## config.mk

```make
export PLATFORM = sky130hd
export DESIGN_NAME = midpoint_ellipse_rasterizer_top_flat
export DESIGN_NICKNAME = d
export VERILOG_FILES = /design/src/sv/mer_pkg.sv /design/src/sv/mer_ifs.sv /design/src/sv/midpoint_ellipse_rasterizer_top.sv /design/src/sv/mer_front.sv /design/src/sv/mer_queue.sv /design/src/sv/mer_back.sv /design/src/flat_wrapper.sv
export SDC_FILE = /design/constraint.sdc
export NUM_CORES = 2
export LEC_CHECK = 0
export BUFFER_PORTS_ARGS = -buffer_cell sky130_fd_sc_hd__buf_2
export CAP_MARGIN = 20
export CORE_MARGIN = 8
export CORE_UTILIZATION = 40
export DETAILED_ROUTE_END_ITERATION = 8
export GPL_TIMING_DRIVEN = 0
export PLACE_DENSITY_LB_ADDON = 0.15
export SKIP_CTS_REPAIR_TIMING = 1
export SLEW_MARGIN = 20
export SYNTH_ARGS = -nofsm -noshare
export SYNTH_HDL_FRONTEND = slang
export SYNTH_HIERARCHICAL = 1
export SYNTH_SLANG_ARGS = --single-unit
export TNS_END_PERCENT = 10
```

## constraint.sdc

```tcl
create_clock -name i_clk -period 9.9 [get_ports i_clk]
set_input_delay 0.99 -clock i_clk [delete_from_list [all_inputs] [get_ports i_clk]]
set_output_delay 0.99 -clock i_clk [all_outputs]
set_load 0.05 [all_outputs]
```

## src/sv/mer_pkg.sv

```systemverilog
// ----------------------------------------------------------------------------
// mer_pkg
// Shared codes for the midpoint ellipse rasterizer.
// ----------------------------------------------------------------------------
package mer_pkg;

    // input word kinds
    localparam logic KIND_START   = 1'b0;
    localparam logic KIND_ADVANCE = 1'b1;

    // result primitive kinds
    localparam logic PRIM_PLOT = 1'b0;
    localparam logic PRIM_SPAN = 1'b1;

endpackage

```

## src/sv/mer_ifs.sv

```systemverilog
// ----------------------------------------------------------------------------
// mer_in_if / mer_out_if
// Valid/ready channels carrying input words and result words.
// ----------------------------------------------------------------------------
interface mer_in_if #(parameter int COORD_BITS = 12);
    logic                         valid;
    logic                         ready;
    logic                         kind;
    logic signed [COORD_BITS-1:0] corner_ax;
    logic signed [COORD_BITS-1:0] corner_ay;
    logic signed [COORD_BITS-1:0] corner_bx;
    logic signed [COORD_BITS-1:0] corner_by;
    logic                         solid;

    modport source (output valid, kind, corner_ax, corner_ay, corner_bx, corner_by, solid,
                    input ready);
    modport sink   (input valid, kind, corner_ax, corner_ay, corner_bx, corner_by, solid,
                    output ready);
endinterface

interface mer_out_if #(parameter int COORD_BITS = 12);
    logic                       valid;
    logic                       ready;
    logic                       prim_kind;
    logic signed [COORD_BITS:0] x_left;
    logic signed [COORD_BITS:0] x_right;
    logic signed [COORD_BITS:0] row_y;
    logic                       last;
    logic                       finished;

    modport source (output valid, prim_kind, x_left, x_right, row_y, last, finished,
                    input ready);
    modport sink   (input valid, prim_kind, x_left, x_right, row_y, last, finished,
                    output ready);
endinterface

```

## src/sv/midpoint_ellipse_rasterizer_top.sv

```systemverilog
// ----------------------------------------------------------------------------
// midpoint_ellipse_rasterizer_top
// Midpoint ellipse rasterizer: box in, plot points or spans out.
// ----------------------------------------------------------------------------
// A start word is taken from the queue, then three chained products through
// one shared multiplier set up the ellipse; when it begins in the second
// region, the multiplier then recomputes the decision term. An advance word
// leaves the queue, emits one result word per cycle (one to four, held while
// the result register is stalled), then updates the iteration terms, and on
// the iteration that crosses into the second region the multiplier recomputes
// the decision term. An advance with no active ellipse is dropped.
// A two-word queue sits between the input and the iteration engine, and the
// result word is registered.
module midpoint_ellipse_rasterizer_top #(
    parameter int COORD_BITS = 12
) (
    input  logic      i_clk,
    input  logic      i_rst_n,
    mer_in_if.sink    i_in,
    mer_out_if.source o_out
);
    localparam int CMD_W = 4 * COORD_BITS + 2;

    logic             push, room, q_valid, pop;
    logic [CMD_W-1:0] cmd_in, cmd_out;

    mer_front #(.COORD_BITS(COORD_BITS)) u_front (
        .i_in   (i_in),
        .o_push (push),
        .o_cmd  (cmd_in),
        .i_room (room)
    );

    mer_queue #(.WIDTH(CMD_W)) u_queue (
        .i_clk   (i_clk),
        .i_rst_n (i_rst_n),
        .i_push  (push),
        .i_data  (cmd_in),
        .o_room  (room),
        .o_valid (q_valid),
        .o_data  (cmd_out),
        .i_pop   (pop)
    );

    mer_back #(.COORD_BITS(COORD_BITS)) u_back (
        .i_clk       (i_clk),
        .i_rst_n     (i_rst_n),
        .i_cmd_valid (q_valid),
        .i_cmd       (cmd_out),
        .o_pop       (pop),
        .o_out       (o_out)
    );

endmodule

```

## src/sv/mer_front.sv

```systemverilog
// ----------------------------------------------------------------------------
// mer_front
// Accepts input words and turns a box into radii and centre.
// ----------------------------------------------------------------------------
module mer_front #(
    parameter  int COORD_BITS = 12,
    localparam int CMD_W      = 4 * COORD_BITS + 2
) (
    mer_in_if.sink            i_in,
    output logic              o_push,
    output logic [CMD_W-1:0]  o_cmd,
    input  logic              i_room
);
    import mer_pkg::*;

    localparam int C = COORD_BITS;

    logic signed [C:0]   dx, dy, sx, sy, hx, hy;
    logic        [C:0]   adx, ady;
    logic        [C-1:0] rx, ry;
    logic                kind;

    assign i_in.ready = i_room;
    assign o_push     = i_in.valid && i_room;

    // box to radius and centre, halves truncate toward zero
    always_comb begin
        dx  = (C+1)'(i_in.corner_ax) - (C+1)'(i_in.corner_bx);
        dy  = (C+1)'(i_in.corner_ay) - (C+1)'(i_in.corner_by);
        adx = dx[C] ? (C+1)'(-dx) : (C+1)'(dx);
        ady = dy[C] ? (C+1)'(-dy) : (C+1)'(dy);
        rx  = adx[C:1];
        ry  = ady[C:1];
        sx  = (C+1)'(i_in.corner_ax) + (C+1)'(i_in.corner_bx);
        sy  = (C+1)'(i_in.corner_ay) + (C+1)'(i_in.corner_by);
        hx  = (sx + (C+1)'(sx[C])) >>> 1;
        hy  = (sy + (C+1)'(sy[C])) >>> 1;
        kind = (i_in.kind == KIND_ADVANCE) ? KIND_ADVANCE : KIND_START;
    end

    assign o_cmd = {kind, i_in.solid, rx, ry, hx[C-1:0], hy[C-1:0]};

endmodule

```

## src/sv/mer_queue.sv

```systemverilog
// ----------------------------------------------------------------------------
// mer_queue
// Two-entry word queue between the front and the back.
// ----------------------------------------------------------------------------
module mer_queue #(
    parameter int WIDTH = 50
) (
    input  logic             i_clk,
    input  logic             i_rst_n,
    input  logic             i_push,
    input  logic [WIDTH-1:0] i_data,
    output logic             o_room,
    output logic             o_valid,
    output logic [WIDTH-1:0] o_data,
    input  logic             i_pop
);
    logic [WIDTH-1:0] r_mem [2];
    logic             r_wp, r_rp, n_wp, n_rp;
    logic [1:0]       r_cnt, n_cnt;

    assign o_room  = (r_cnt != 2'd2);
    assign o_valid = (r_cnt != 2'd0);
    assign o_data  = r_mem[r_rp];

    // pointer and count update
    always_comb begin
        n_wp  = r_wp ^ i_push;
        n_rp  = r_rp ^ i_pop;
        n_cnt = r_cnt + 2'(i_push) - 2'(i_pop);
    end

    always_ff @(posedge i_clk) begin
        if (!i_rst_n) begin
            r_wp  <= 1'b0;
            r_rp  <= 1'b0;
            r_cnt <= 2'd0;
        end else begin
            r_wp  <= n_wp;
            r_rp  <= n_rp;
            r_cnt <= n_cnt;
        end
    end

    // storage
    always_ff @(posedge i_clk) begin
        if (i_push) begin
            r_mem[r_wp] <= i_data;
        end
    end

endmodule

```

## src/sv/mer_back.sv

```systemverilog
// ----------------------------------------------------------------------------
// mer_back
// Runs the ellipse iterations: setup multiplies, point emission, term update.
// ----------------------------------------------------------------------------
module mer_back #(
    parameter  int COORD_BITS = 12,
    localparam int CMD_W      = 4 * COORD_BITS + 2
) (
    input  logic              i_clk,
    input  logic              i_rst_n,
    input  logic              i_cmd_valid,
    input  logic [CMD_W-1:0]  i_cmd,
    output logic              o_pop,
    mer_out_if.source         o_out
);
    import mer_pkg::*;

    localparam int C   = COORD_BITS;
    localparam int SQW = 2 * C;
    localparam int MW  = 2 * C + 2;
    localparam int DW  = 2 * MW;
    localparam int SW  = 3 * C + 2;
    localparam int XW  = C + 1;

    localparam logic [3:0] S_IDLE = 4'd0;
    localparam logic [3:0] S_ST0  = 4'd1;
    localparam logic [3:0] S_ST1  = 4'd2;
    localparam logic [3:0] S_ST2  = 4'd3;
    localparam logic [3:0] S_ST3  = 4'd4;
    localparam logic [3:0] S_EMIT = 4'd5;
    localparam logic [3:0] S_UPD1 = 4'd6;
    localparam logic [3:0] S_UPD2 = 4'd7;
    localparam logic [3:0] S_E0   = 4'd8;
    localparam logic [3:0] S_E1   = 4'd9;
    localparam logic [3:0] S_E2   = 4'd10;
    localparam logic [3:0] S_E3   = 4'd11;
    localparam logic [3:0] S_E4   = 4'd12;
    localparam logic [3:0] S_E5   = 4'd13;

    logic [3:0]             r_state;
    logic                   r_busy, r_reg2, r_fill, r_br;
    logic [1:0]             r_k;
    logic [C-1:0]           r_rx, r_ry;
    logic signed [C-1:0]    r_cx, r_cy;
    logic signed [XW-1:0]   r_x, r_y;
    logic [SQW-1:0]         r_rx2, r_ry2;
    logic signed [SW-1:0]   r_sdx, r_sdy;
    logic signed [DW-1:0]   r_dec, r_prod;
    logic signed [MW-1:0]   r_acc, r_tmp;
    logic signed [MW-1:0]   n_ma, n_mb;

    logic                   r_out_valid, r_out_kind, r_out_last, r_out_fin;
    logic signed [XW-1:0]   r_out_xl, r_out_xr, r_out_y;

    logic                   out_free;
    logic [3:0]             en, above;
    logic [1:0]             sel;
    logic                   is_last, fin;
    logic signed [C+1:0]    cx_p, cx_m, cy_p, cy_m;
    logic signed [MW-1:0]   rx2_m, ry2_m, a_m, b_m;
    logic signed [DW-1:0]   rx2_d, ry2_d, sdx_d, sdy_d;
    logic signed [SW-1:0]   rx2_s, ry2_s;

    assign out_free = !r_out_valid || o_out.ready;
    assign o_pop    = (r_state == S_IDLE) && i_cmd_valid;

    // extended copies of stored terms
    always_comb begin
        rx2_m = MW'(r_rx2);
        ry2_m = MW'(r_ry2);
        rx2_d = DW'(r_rx2);
        ry2_d = DW'(r_ry2);
        rx2_s = SW'(r_rx2);
        ry2_s = SW'(r_ry2);
        sdx_d = DW'(r_sdx);
        sdy_d = DW'(r_sdy);
        a_m   = MW'(r_x) + MW'(r_x) + MW'(1);
        b_m   = MW'(r_y) - MW'(1);
    end

    // symmetric point selection
    always_comb begin
        en[0] = 1'b1;
        en[1] = r_fill ? (r_y != '0) : (r_x != '0);
        en[2] = !r_fill && (r_y != '0);
        en[3] = !r_fill && (r_y != '0) && (r_x != '0);
        sel   = 2'd0;
        for (int i = 3; i >= 0; i--) begin
            if (en[i] && (2'(i) >= r_k)) begin
                sel = 2'(i);
            end
        end
        above   = en & 4'(4'b1110 << sel);
        is_last = (above == 4'd0);
        fin     = r_reg2 && (r_y == '0);
        cx_p    = (C+2)'(r_cx) + (C+2)'(r_x);
        cx_m    = (C+2)'(r_cx) - (C+2)'(r_x);
        cy_p    = (C+2)'(r_cy) + (C+2)'(r_y);
        cy_m    = (C+2)'(r_cy) - (C+2)'(r_y);
    end

    // shared multiplier operands
    always_comb begin
        n_ma = '0;
        n_mb = '0;
        unique case (r_state)
            S_ST0:   begin n_ma = MW'(r_rx); n_mb = MW'(r_rx); end
            S_ST1:   begin n_ma = MW'(r_ry); n_mb = MW'(r_ry); end
            S_ST2:   begin n_ma = rx2_m;     n_mb = MW'(r_ry); end
            S_E0:    begin n_ma = a_m;       n_mb = a_m;       end
            S_E1:    begin n_ma = b_m;       n_mb = b_m;       end
            S_E2:    begin n_ma = ry2_m;     n_mb = r_acc;     end
            S_E3:    begin n_ma = rx2_m;     n_mb = ry2_m;     end
            S_E4:    begin n_ma = rx2_m;     n_mb = r_tmp;     end
            default: begin n_ma = '0;        n_mb = '0;        end
        endcase
    end

    always_ff @(posedge i_clk) begin
        r_prod <= n_ma * n_mb;
    end

    // sequencer and iteration state
    always_ff @(posedge i_clk) begin
        if (!i_rst_n) begin
            r_state     <= S_IDLE;
            r_busy      <= 1'b0;
            r_reg2      <= 1'b0;
            r_fill      <= 1'b0;
            r_br        <= 1'b0;
            r_k         <= 2'd0;
            r_rx        <= '0;
            r_ry        <= '0;
            r_cx        <= '0;
            r_cy        <= '0;
            r_x         <= '0;
            r_y         <= '0;
            r_rx2       <= '0;
            r_ry2       <= '0;
            r_sdx       <= '0;
            r_sdy       <= '0;
            r_dec       <= '0;
            r_out_valid <= 1'b0;
        end else begin
            if (o_out.ready) begin
                r_out_valid <= 1'b0;
            end
            unique case (r_state)
                S_IDLE: begin
                    if (i_cmd_valid) begin
                        if (i_cmd[CMD_W-1] == KIND_START) begin
                            r_fill  <= i_cmd[CMD_W-2];
                            r_rx    <= i_cmd[4*C-1:3*C];
                            r_ry    <= i_cmd[3*C-1:2*C];
                            r_cx    <= i_cmd[2*C-1:C];
                            r_cy    <= i_cmd[C-1:0];
                            r_state <= S_ST0;
                        end else if (r_busy) begin
                            r_k     <= 2'd0;
                            r_state <= S_EMIT;
                        end
                    end
                end
                S_ST0: r_state <= S_ST1;
                S_ST1: begin
                    r_rx2   <= r_prod[SQW-1:0];
                    r_state <= S_ST2;
                end
                S_ST2: begin
                    r_ry2   <= r_prod[SQW-1:0];
                    r_state <= S_ST3;
                end
                S_ST3: begin
                    r_x    <= '0;
                    r_y    <= XW'(r_ry);
                    r_sdx  <= '0;
                    r_sdy  <= SW'(r_prod <<< 1);
                    r_dec  <= (ry2_d <<< 2) - (r_prod <<< 2) + rx2_d;
                    r_reg2 <= 1'b0;
                    r_busy <= 1'b1;
                    r_state <= (r_prod > 0) ? S_IDLE : S_E0;
                end
                S_EMIT: begin
                    if (out_free) begin
                        r_out_valid <= 1'b1;
                        r_out_kind  <= r_fill ? PRIM_SPAN : PRIM_PLOT;
                        r_out_last  <= is_last;
                        r_out_fin   <= fin;
                        if (r_fill) begin
                            r_out_xl <= cx_m[XW-1:0];
                            r_out_xr <= cx_p[XW-1:0];
                            r_out_y  <= sel[0] ? cy_m[XW-1:0] : cy_p[XW-1:0];
                        end else begin
                            r_out_xl <= sel[0] ? cx_m[XW-1:0] : cx_p[XW-1:0];
                            r_out_xr <= sel[0] ? cx_m[XW-1:0] : cx_p[XW-1:0];
                            r_out_y  <= sel[1] ? cy_m[XW-1:0] : cy_p[XW-1:0];
                        end
                        if (is_last) begin
                            r_state <= S_UPD1;
                        end else begin
                            r_k <= sel + 2'd1;
                        end
                    end
                end
                S_UPD1: begin
                    if (!r_reg2) begin
                        r_x   <= r_x + XW'(1);
                        r_sdx <= r_sdx + (ry2_s <<< 1);
                        r_br  <= r_dec < 0;
                        if (!(r_dec < 0)) begin
                            r_y   <= r_y - XW'(1);
                            r_sdy <= r_sdy - (rx2_s <<< 1);
                        end
                    end else begin
                        r_y   <= r_y - XW'(1);
                        r_sdy <= r_sdy - (rx2_s <<< 1);
                        r_br  <= r_dec > 0;
                        if (!(r_dec > 0)) begin
                            r_x   <= r_x + XW'(1);
                            r_sdx <= r_sdx + (ry2_s <<< 1);
                        end
                    end
                    r_state <= S_UPD2;
                end
                S_UPD2: begin
                    if (!r_reg2) begin
                        r_dec <= r_br ? r_dec + (sdx_d <<< 2) + (ry2_d <<< 2)
                                      : r_dec + (sdx_d <<< 2) - (sdy_d <<< 2) + (ry2_d <<< 2);
                        r_state <= (r_sdx < r_sdy) ? S_IDLE : S_E0;
                    end else begin
                        r_dec <= r_br ? r_dec + (rx2_d <<< 2) - (sdy_d <<< 2)
                                      : r_dec + (sdx_d <<< 2) - (sdy_d <<< 2) + (rx2_d <<< 2);
                        if (r_y < 0) begin
                            r_busy <= 1'b0;
                        end
                        r_state <= S_IDLE;
                    end
                end
                S_E0: r_state <= S_E1;
                S_E1: begin
                    r_acc   <= r_prod[MW-1:0];
                    r_state <= S_E2;
                end
                S_E2: begin
                    r_tmp   <= r_prod[MW-1:0];
                    r_state <= S_E3;
                end
                S_E3: begin
                    r_dec   <= r_prod;
                    r_state <= S_E4;
                end
                S_E4: begin
                    r_dec   <= r_dec - (r_prod <<< 2);
                    r_state <= S_E5;
                end
                S_E5: begin
                    r_dec   <= r_dec + (r_prod <<< 2);
                    r_reg2  <= 1'b1;
                    r_state <= S_IDLE;
                end
                default: r_state <= S_IDLE;
            endcase
        end
    end

    assign o_out.valid     = r_out_valid;
    assign o_out.prim_kind = r_out_kind;
    assign o_out.x_left    = r_out_xl;
    assign o_out.x_right   = r_out_xr;
    assign o_out.row_y     = r_out_y;
    assign o_out.last      = r_out_last;
    assign o_out.finished  = r_out_fin;

endmodule

```

## src/flat_wrapper.sv

```systemverilog
// flat-port wrapper written by rule: the top's interface ports become plain ports
module midpoint_ellipse_rasterizer_top_flat 
#(
    parameter int COORD_BITS = 12
)
  (i_clk, i_rst_n, i_in_valid, i_in_kind, i_in_corner_ax, i_in_corner_ay, i_in_corner_bx, i_in_corner_by, i_in_solid, i_in_ready, o_out_valid, o_out_prim_kind, o_out_x_left, o_out_x_right, o_out_row_y, o_out_last, o_out_finished, o_out_ready);
  mer_in_if #(.COORD_BITS(COORD_BITS)) i_in_i ();
  mer_out_if #(.COORD_BITS(COORD_BITS)) o_out_i ();
  input  logic i_clk;
  input  logic i_rst_n;
  input wire logic [$bits(i_in_i.valid)-1:0] i_in_valid;
  input wire logic [$bits(i_in_i.kind)-1:0] i_in_kind;
  input wire logic [$bits(i_in_i.corner_ax)-1:0] i_in_corner_ax;
  input wire logic [$bits(i_in_i.corner_ay)-1:0] i_in_corner_ay;
  input wire logic [$bits(i_in_i.corner_bx)-1:0] i_in_corner_bx;
  input wire logic [$bits(i_in_i.corner_by)-1:0] i_in_corner_by;
  input wire logic [$bits(i_in_i.solid)-1:0] i_in_solid;
  output wire logic [$bits(i_in_i.ready)-1:0] i_in_ready;
  output wire logic [$bits(o_out_i.valid)-1:0] o_out_valid;
  output wire logic [$bits(o_out_i.prim_kind)-1:0] o_out_prim_kind;
  output wire logic [$bits(o_out_i.x_left)-1:0] o_out_x_left;
  output wire logic [$bits(o_out_i.x_right)-1:0] o_out_x_right;
  output wire logic [$bits(o_out_i.row_y)-1:0] o_out_row_y;
  output wire logic [$bits(o_out_i.last)-1:0] o_out_last;
  output wire logic [$bits(o_out_i.finished)-1:0] o_out_finished;
  input wire logic [$bits(o_out_i.ready)-1:0] o_out_ready;
  assign i_in_i.valid = i_in_valid;
  assign i_in_i.kind = i_in_kind;
  assign i_in_i.corner_ax = i_in_corner_ax;
  assign i_in_i.corner_ay = i_in_corner_ay;
  assign i_in_i.corner_bx = i_in_corner_bx;
  assign i_in_i.corner_by = i_in_corner_by;
  assign i_in_i.solid = i_in_solid;
  assign i_in_ready = i_in_i.ready;
  assign o_out_valid = o_out_i.valid;
  assign o_out_prim_kind = o_out_i.prim_kind;
  assign o_out_x_left = o_out_i.x_left;
  assign o_out_x_right = o_out_i.x_right;
  assign o_out_row_y = o_out_i.row_y;
  assign o_out_last = o_out_i.last;
  assign o_out_finished = o_out_i.finished;
  assign o_out_i.ready = o_out_ready;
  midpoint_ellipse_rasterizer_top #(.COORD_BITS(COORD_BITS)) u_core (.i_clk(i_clk), .i_rst_n(i_rst_n), .i_in(i_in_i), .o_out(o_out_i));
endmodule
```

==> out/results.ini <==
[cts]
cts_buffers = 70
clk_pin_slew_ns = 0.06
clk_latency_ns = 0.73
root_buffer = clkbuf_16
clock_path_buffers = 3
cts_tree = done
cts.sinks = 509
cts_htree_levels = 3

[floorplanning]
io-pin-count = 98
core_um2 = 183000
die_h_um = 445
die_w_um = 445
rows = 157
dieArea_um2 = 198000
start_util = 0.402

[run]
max_cap_violations = 0

[power_and_ir_drop]
powerDensity_nw_per_um2 = 385
p_int_mw = 13.3
switching_share = 0.580
p_sw_mw = 18.3
power_frac_clock = 0.089
p_leak_nw = 37.2
seqPwrFrac = 0.099
peakVddDrop_v = 0.000418
comb_power_share = 0.811

[setup_path]
start_kind = flip-flop
path_common_cell = fa_1
slowest_delay_ns = 0.64
critPathCapture = u_core/u_back/r_prod[48]
cp.arrival_ns = 10.58
critPathLaunch = u_core/u_back/r_y[0]
reg2reg_slack_ns = -0.07
rr_startpoint = u_core/u_back/r_y[0]
timing.critical_path.fanout_max = 6
reg2reg_depth = 34
end_kind = flip-flop
crit_required_ns = 10.51
path_class = flip-flop to flip-flop
regToRegEndpoint = u_core/u_back/r_prod[48]
slowest_stage = fa_1

[synthesis]
synth_area_um2 = 73500
synth_edf_count = 193
synth_area_leaders = fa_1, ha_1, dfxtp_1
yosys.area.top_type_share = 0.205
ys_seq_area_frac = 0.165
ys_async_sr_fraction = 0
yosys.area.top_type = fa_1
synthFlopType = dfxtp_1
syn_area_per_cell_um2 = 8.28
yosys_register_bits = 509
synthCells = 8882
yosys_warnings = 6
ys_types = 129
synth_fp_nets = 10300

[detailed_routing]
vias_per_cell = 5.89
drt_iter0_drc = 7690
drt-total-wl_um = 335000
ant_nets = 0
drc_errors = 0
wl_per_cell_um = 28.7
drt_first_pass_iters = 6
vias = 68800

[sta]
fin_crit_ns = 9.97
drv_slew = 0
timing.hold.ws_ns = 0.471
period_share = 1.01
final_hold_viol_count = 0
worst_slew_pin_slew_ns = 1.25
rsz0062_at_grt = true
fin_worst_skew_ns = 0.0690
max_freq_mhz = 100
relSlewSlack = 0.169
setup_slack_ns = -0.0699
finalSetupViolations = 3

[placement]
place.gp.congestion = 1.01
io_buffers = 95
dp_slack_ns = -3.54
dp_hpwl_um = 280000

[global_route]
grt_pass1_vias = 67000
antenna_found_initial = 20
grt_overflow = 0
gr-usage-all-layers = 0.326
grt_pass1_wl_um = 475000
grt_max_degree = 32

[outcome]
status = finished with violations
violations = setup timing

[finish]
areaGrowthSynthToFinish_pct = 11.7
fillerInstances = 18300
drive_gt1_frac = 0.0900
mostFrequentLayoutCell = inv_1
layout.nets = 10600
mostFrequentLayoutCells = inv_1, nand2_1, fa_1, nor2_1, a21oi_1

[hold_path]
whs_path_depth = 2
min_path_type = flip-flop to flip-flop

[synth_stat cells (all sizes together) (156+ instances only)]
library cell  number
dfxtp            316
clkbuf           323
xnor2            388
inv             1197
nand2           1077
edfxtp           193
nand3            156
o21ai            364
nor2             686
a21oi            643
ha               638
xor2             184
fa               752
a21o             196
[worst max-delay path, delay by kind of cell (launching register included)]
kind                     cells  cell delay (ns)
AND/OR/NAND/NOR              9             2.14
flip-flops                   1             0.38
buffers and inverters        6             0.53
XOR/XNOR                     2             0.37
adder cells (fa/ha/maj)      9             4.01
AO/OA/AOI/OAI                8             2.38
[stage by stage]
stage	total power, mW	util	std cells	area, um^2	setup TNS, ns
2_1_floorplan	20.2	-	8882	73500	0
3_3_place_gp	27.7	0.422	11400	77100	-89.16
3_5_place_dp	27.7	0.426	11500	77900	-77.09
4_1_cts	30.8	0.440	11600	80400	-79.12
5_1_grt	33.5	0.449	11700	82100	-2.05
6_report	31.6	0.449	11700	82100	-0.113
[power groups by stage]
| stage | Clock [mW] | Combinational (mW) | Sequential [mW] |
|---|---|---|---|
| detailed placement | 0 | 24.6 | 3.15 |
| finish | 2.83 | 25.7 | 3.15 |
| global placement | 0 | 24.5 | 3.15 |
| floorplan | 0 | 17.4 | 2.79 |
| global route | 2.94 | 27.5 | 3.14 |
| CTS | 2.87 | 24.8 | 3.10 |
[area by class of cell]
class | count | area, um^2 | share of cell area
multi-input cells | 6789 | 56300 | 0.685
flip-flops and latches | 509 | 12100 | 0.148
inverters | 1198 | 4510 | 0.0549
well taps | 2464 | 3080 | 0.0375
plain buffers | 369 | 1990 | 0.0242
clock buffers | 84 | 1880 | 0.0228
repair buffers | 219 | 1600 | 0.0195
clock inverters | 44 | 651 | 0.00792
diodes | 5 | 12.5 | 0.000152
[layer usage]
layer	vias to the layer above	GRT usage	part of all wire	wire [um]
met3	674	0.0621	0.090	30100
li1	30700	-	-	-
met5	-	0	0.00033	112
met4	16	0.146	0.056	18700
met1	34200	0.441	0.42	140000
met2	3206	0.507	0.44	146000
[worst min path at each step]
stage / endpoint / slack [ns] / from
after floorplan: u_core/u_back/o_out.prim_kind / 0.41 / u_core/u_back/r_fill
after detailed placement: u_core/u_back/r_acc[22] / 0.45 / u_core/u_back/r_prod[22]
after global routing: u_core/u_queue/r_mem[0][49] / 0.44 / i_in_kind
final: u_core/u_back/r_rx[3] / 0.47 / u_core/u_back/r_rx[3]
after CTS: u_core/u_queue/r_mem[0][49] / 0.43 / i_in_kind
after global placement: u_core/u_back/r_acc[22] / 0.44 / u_core/u_back/r_prod[22]
[state kept, by name, summed over array words and instances (netlist names), 13 cells and up, named ones only]
signal / count
u_core/u_queue/r_mem: 100
u_core/u_back/r_dec: 52
u_core/u_back/r_prod: 52
u_core/u_back/r_sdx: 37
u_core/u_back/r_sdy: 37
u_core/u_back/r_acc: 26
u_core/u_back/r_tmp: 26
u_core/u_back/r_rx2: 24
u_core/u_back/r_ry2: 24
u_core/u_back/o_out.row_y: 13
u_core/u_back/o_out.x_left: 13
u_core/u_back/r_x: 13
u_core/u_back/r_y: 13
[cell families (layout without fill, tap and decap cells)]
group           count (synthesis)  in the layout  synth area share
compound gates               2019           2019             0.180
xor+xnor                      573            573            0.0685
fa+ha+maj                    1390           1390             0.313
buf+inv                      1585           1914            0.0838
flops                         509            509             0.165
mux                           116            116            0.0200
other cells                     1              6         0.0000510
simple gates                 2689           2690             0.170
No activity file was read; power rests on OpenSTA's default activity.
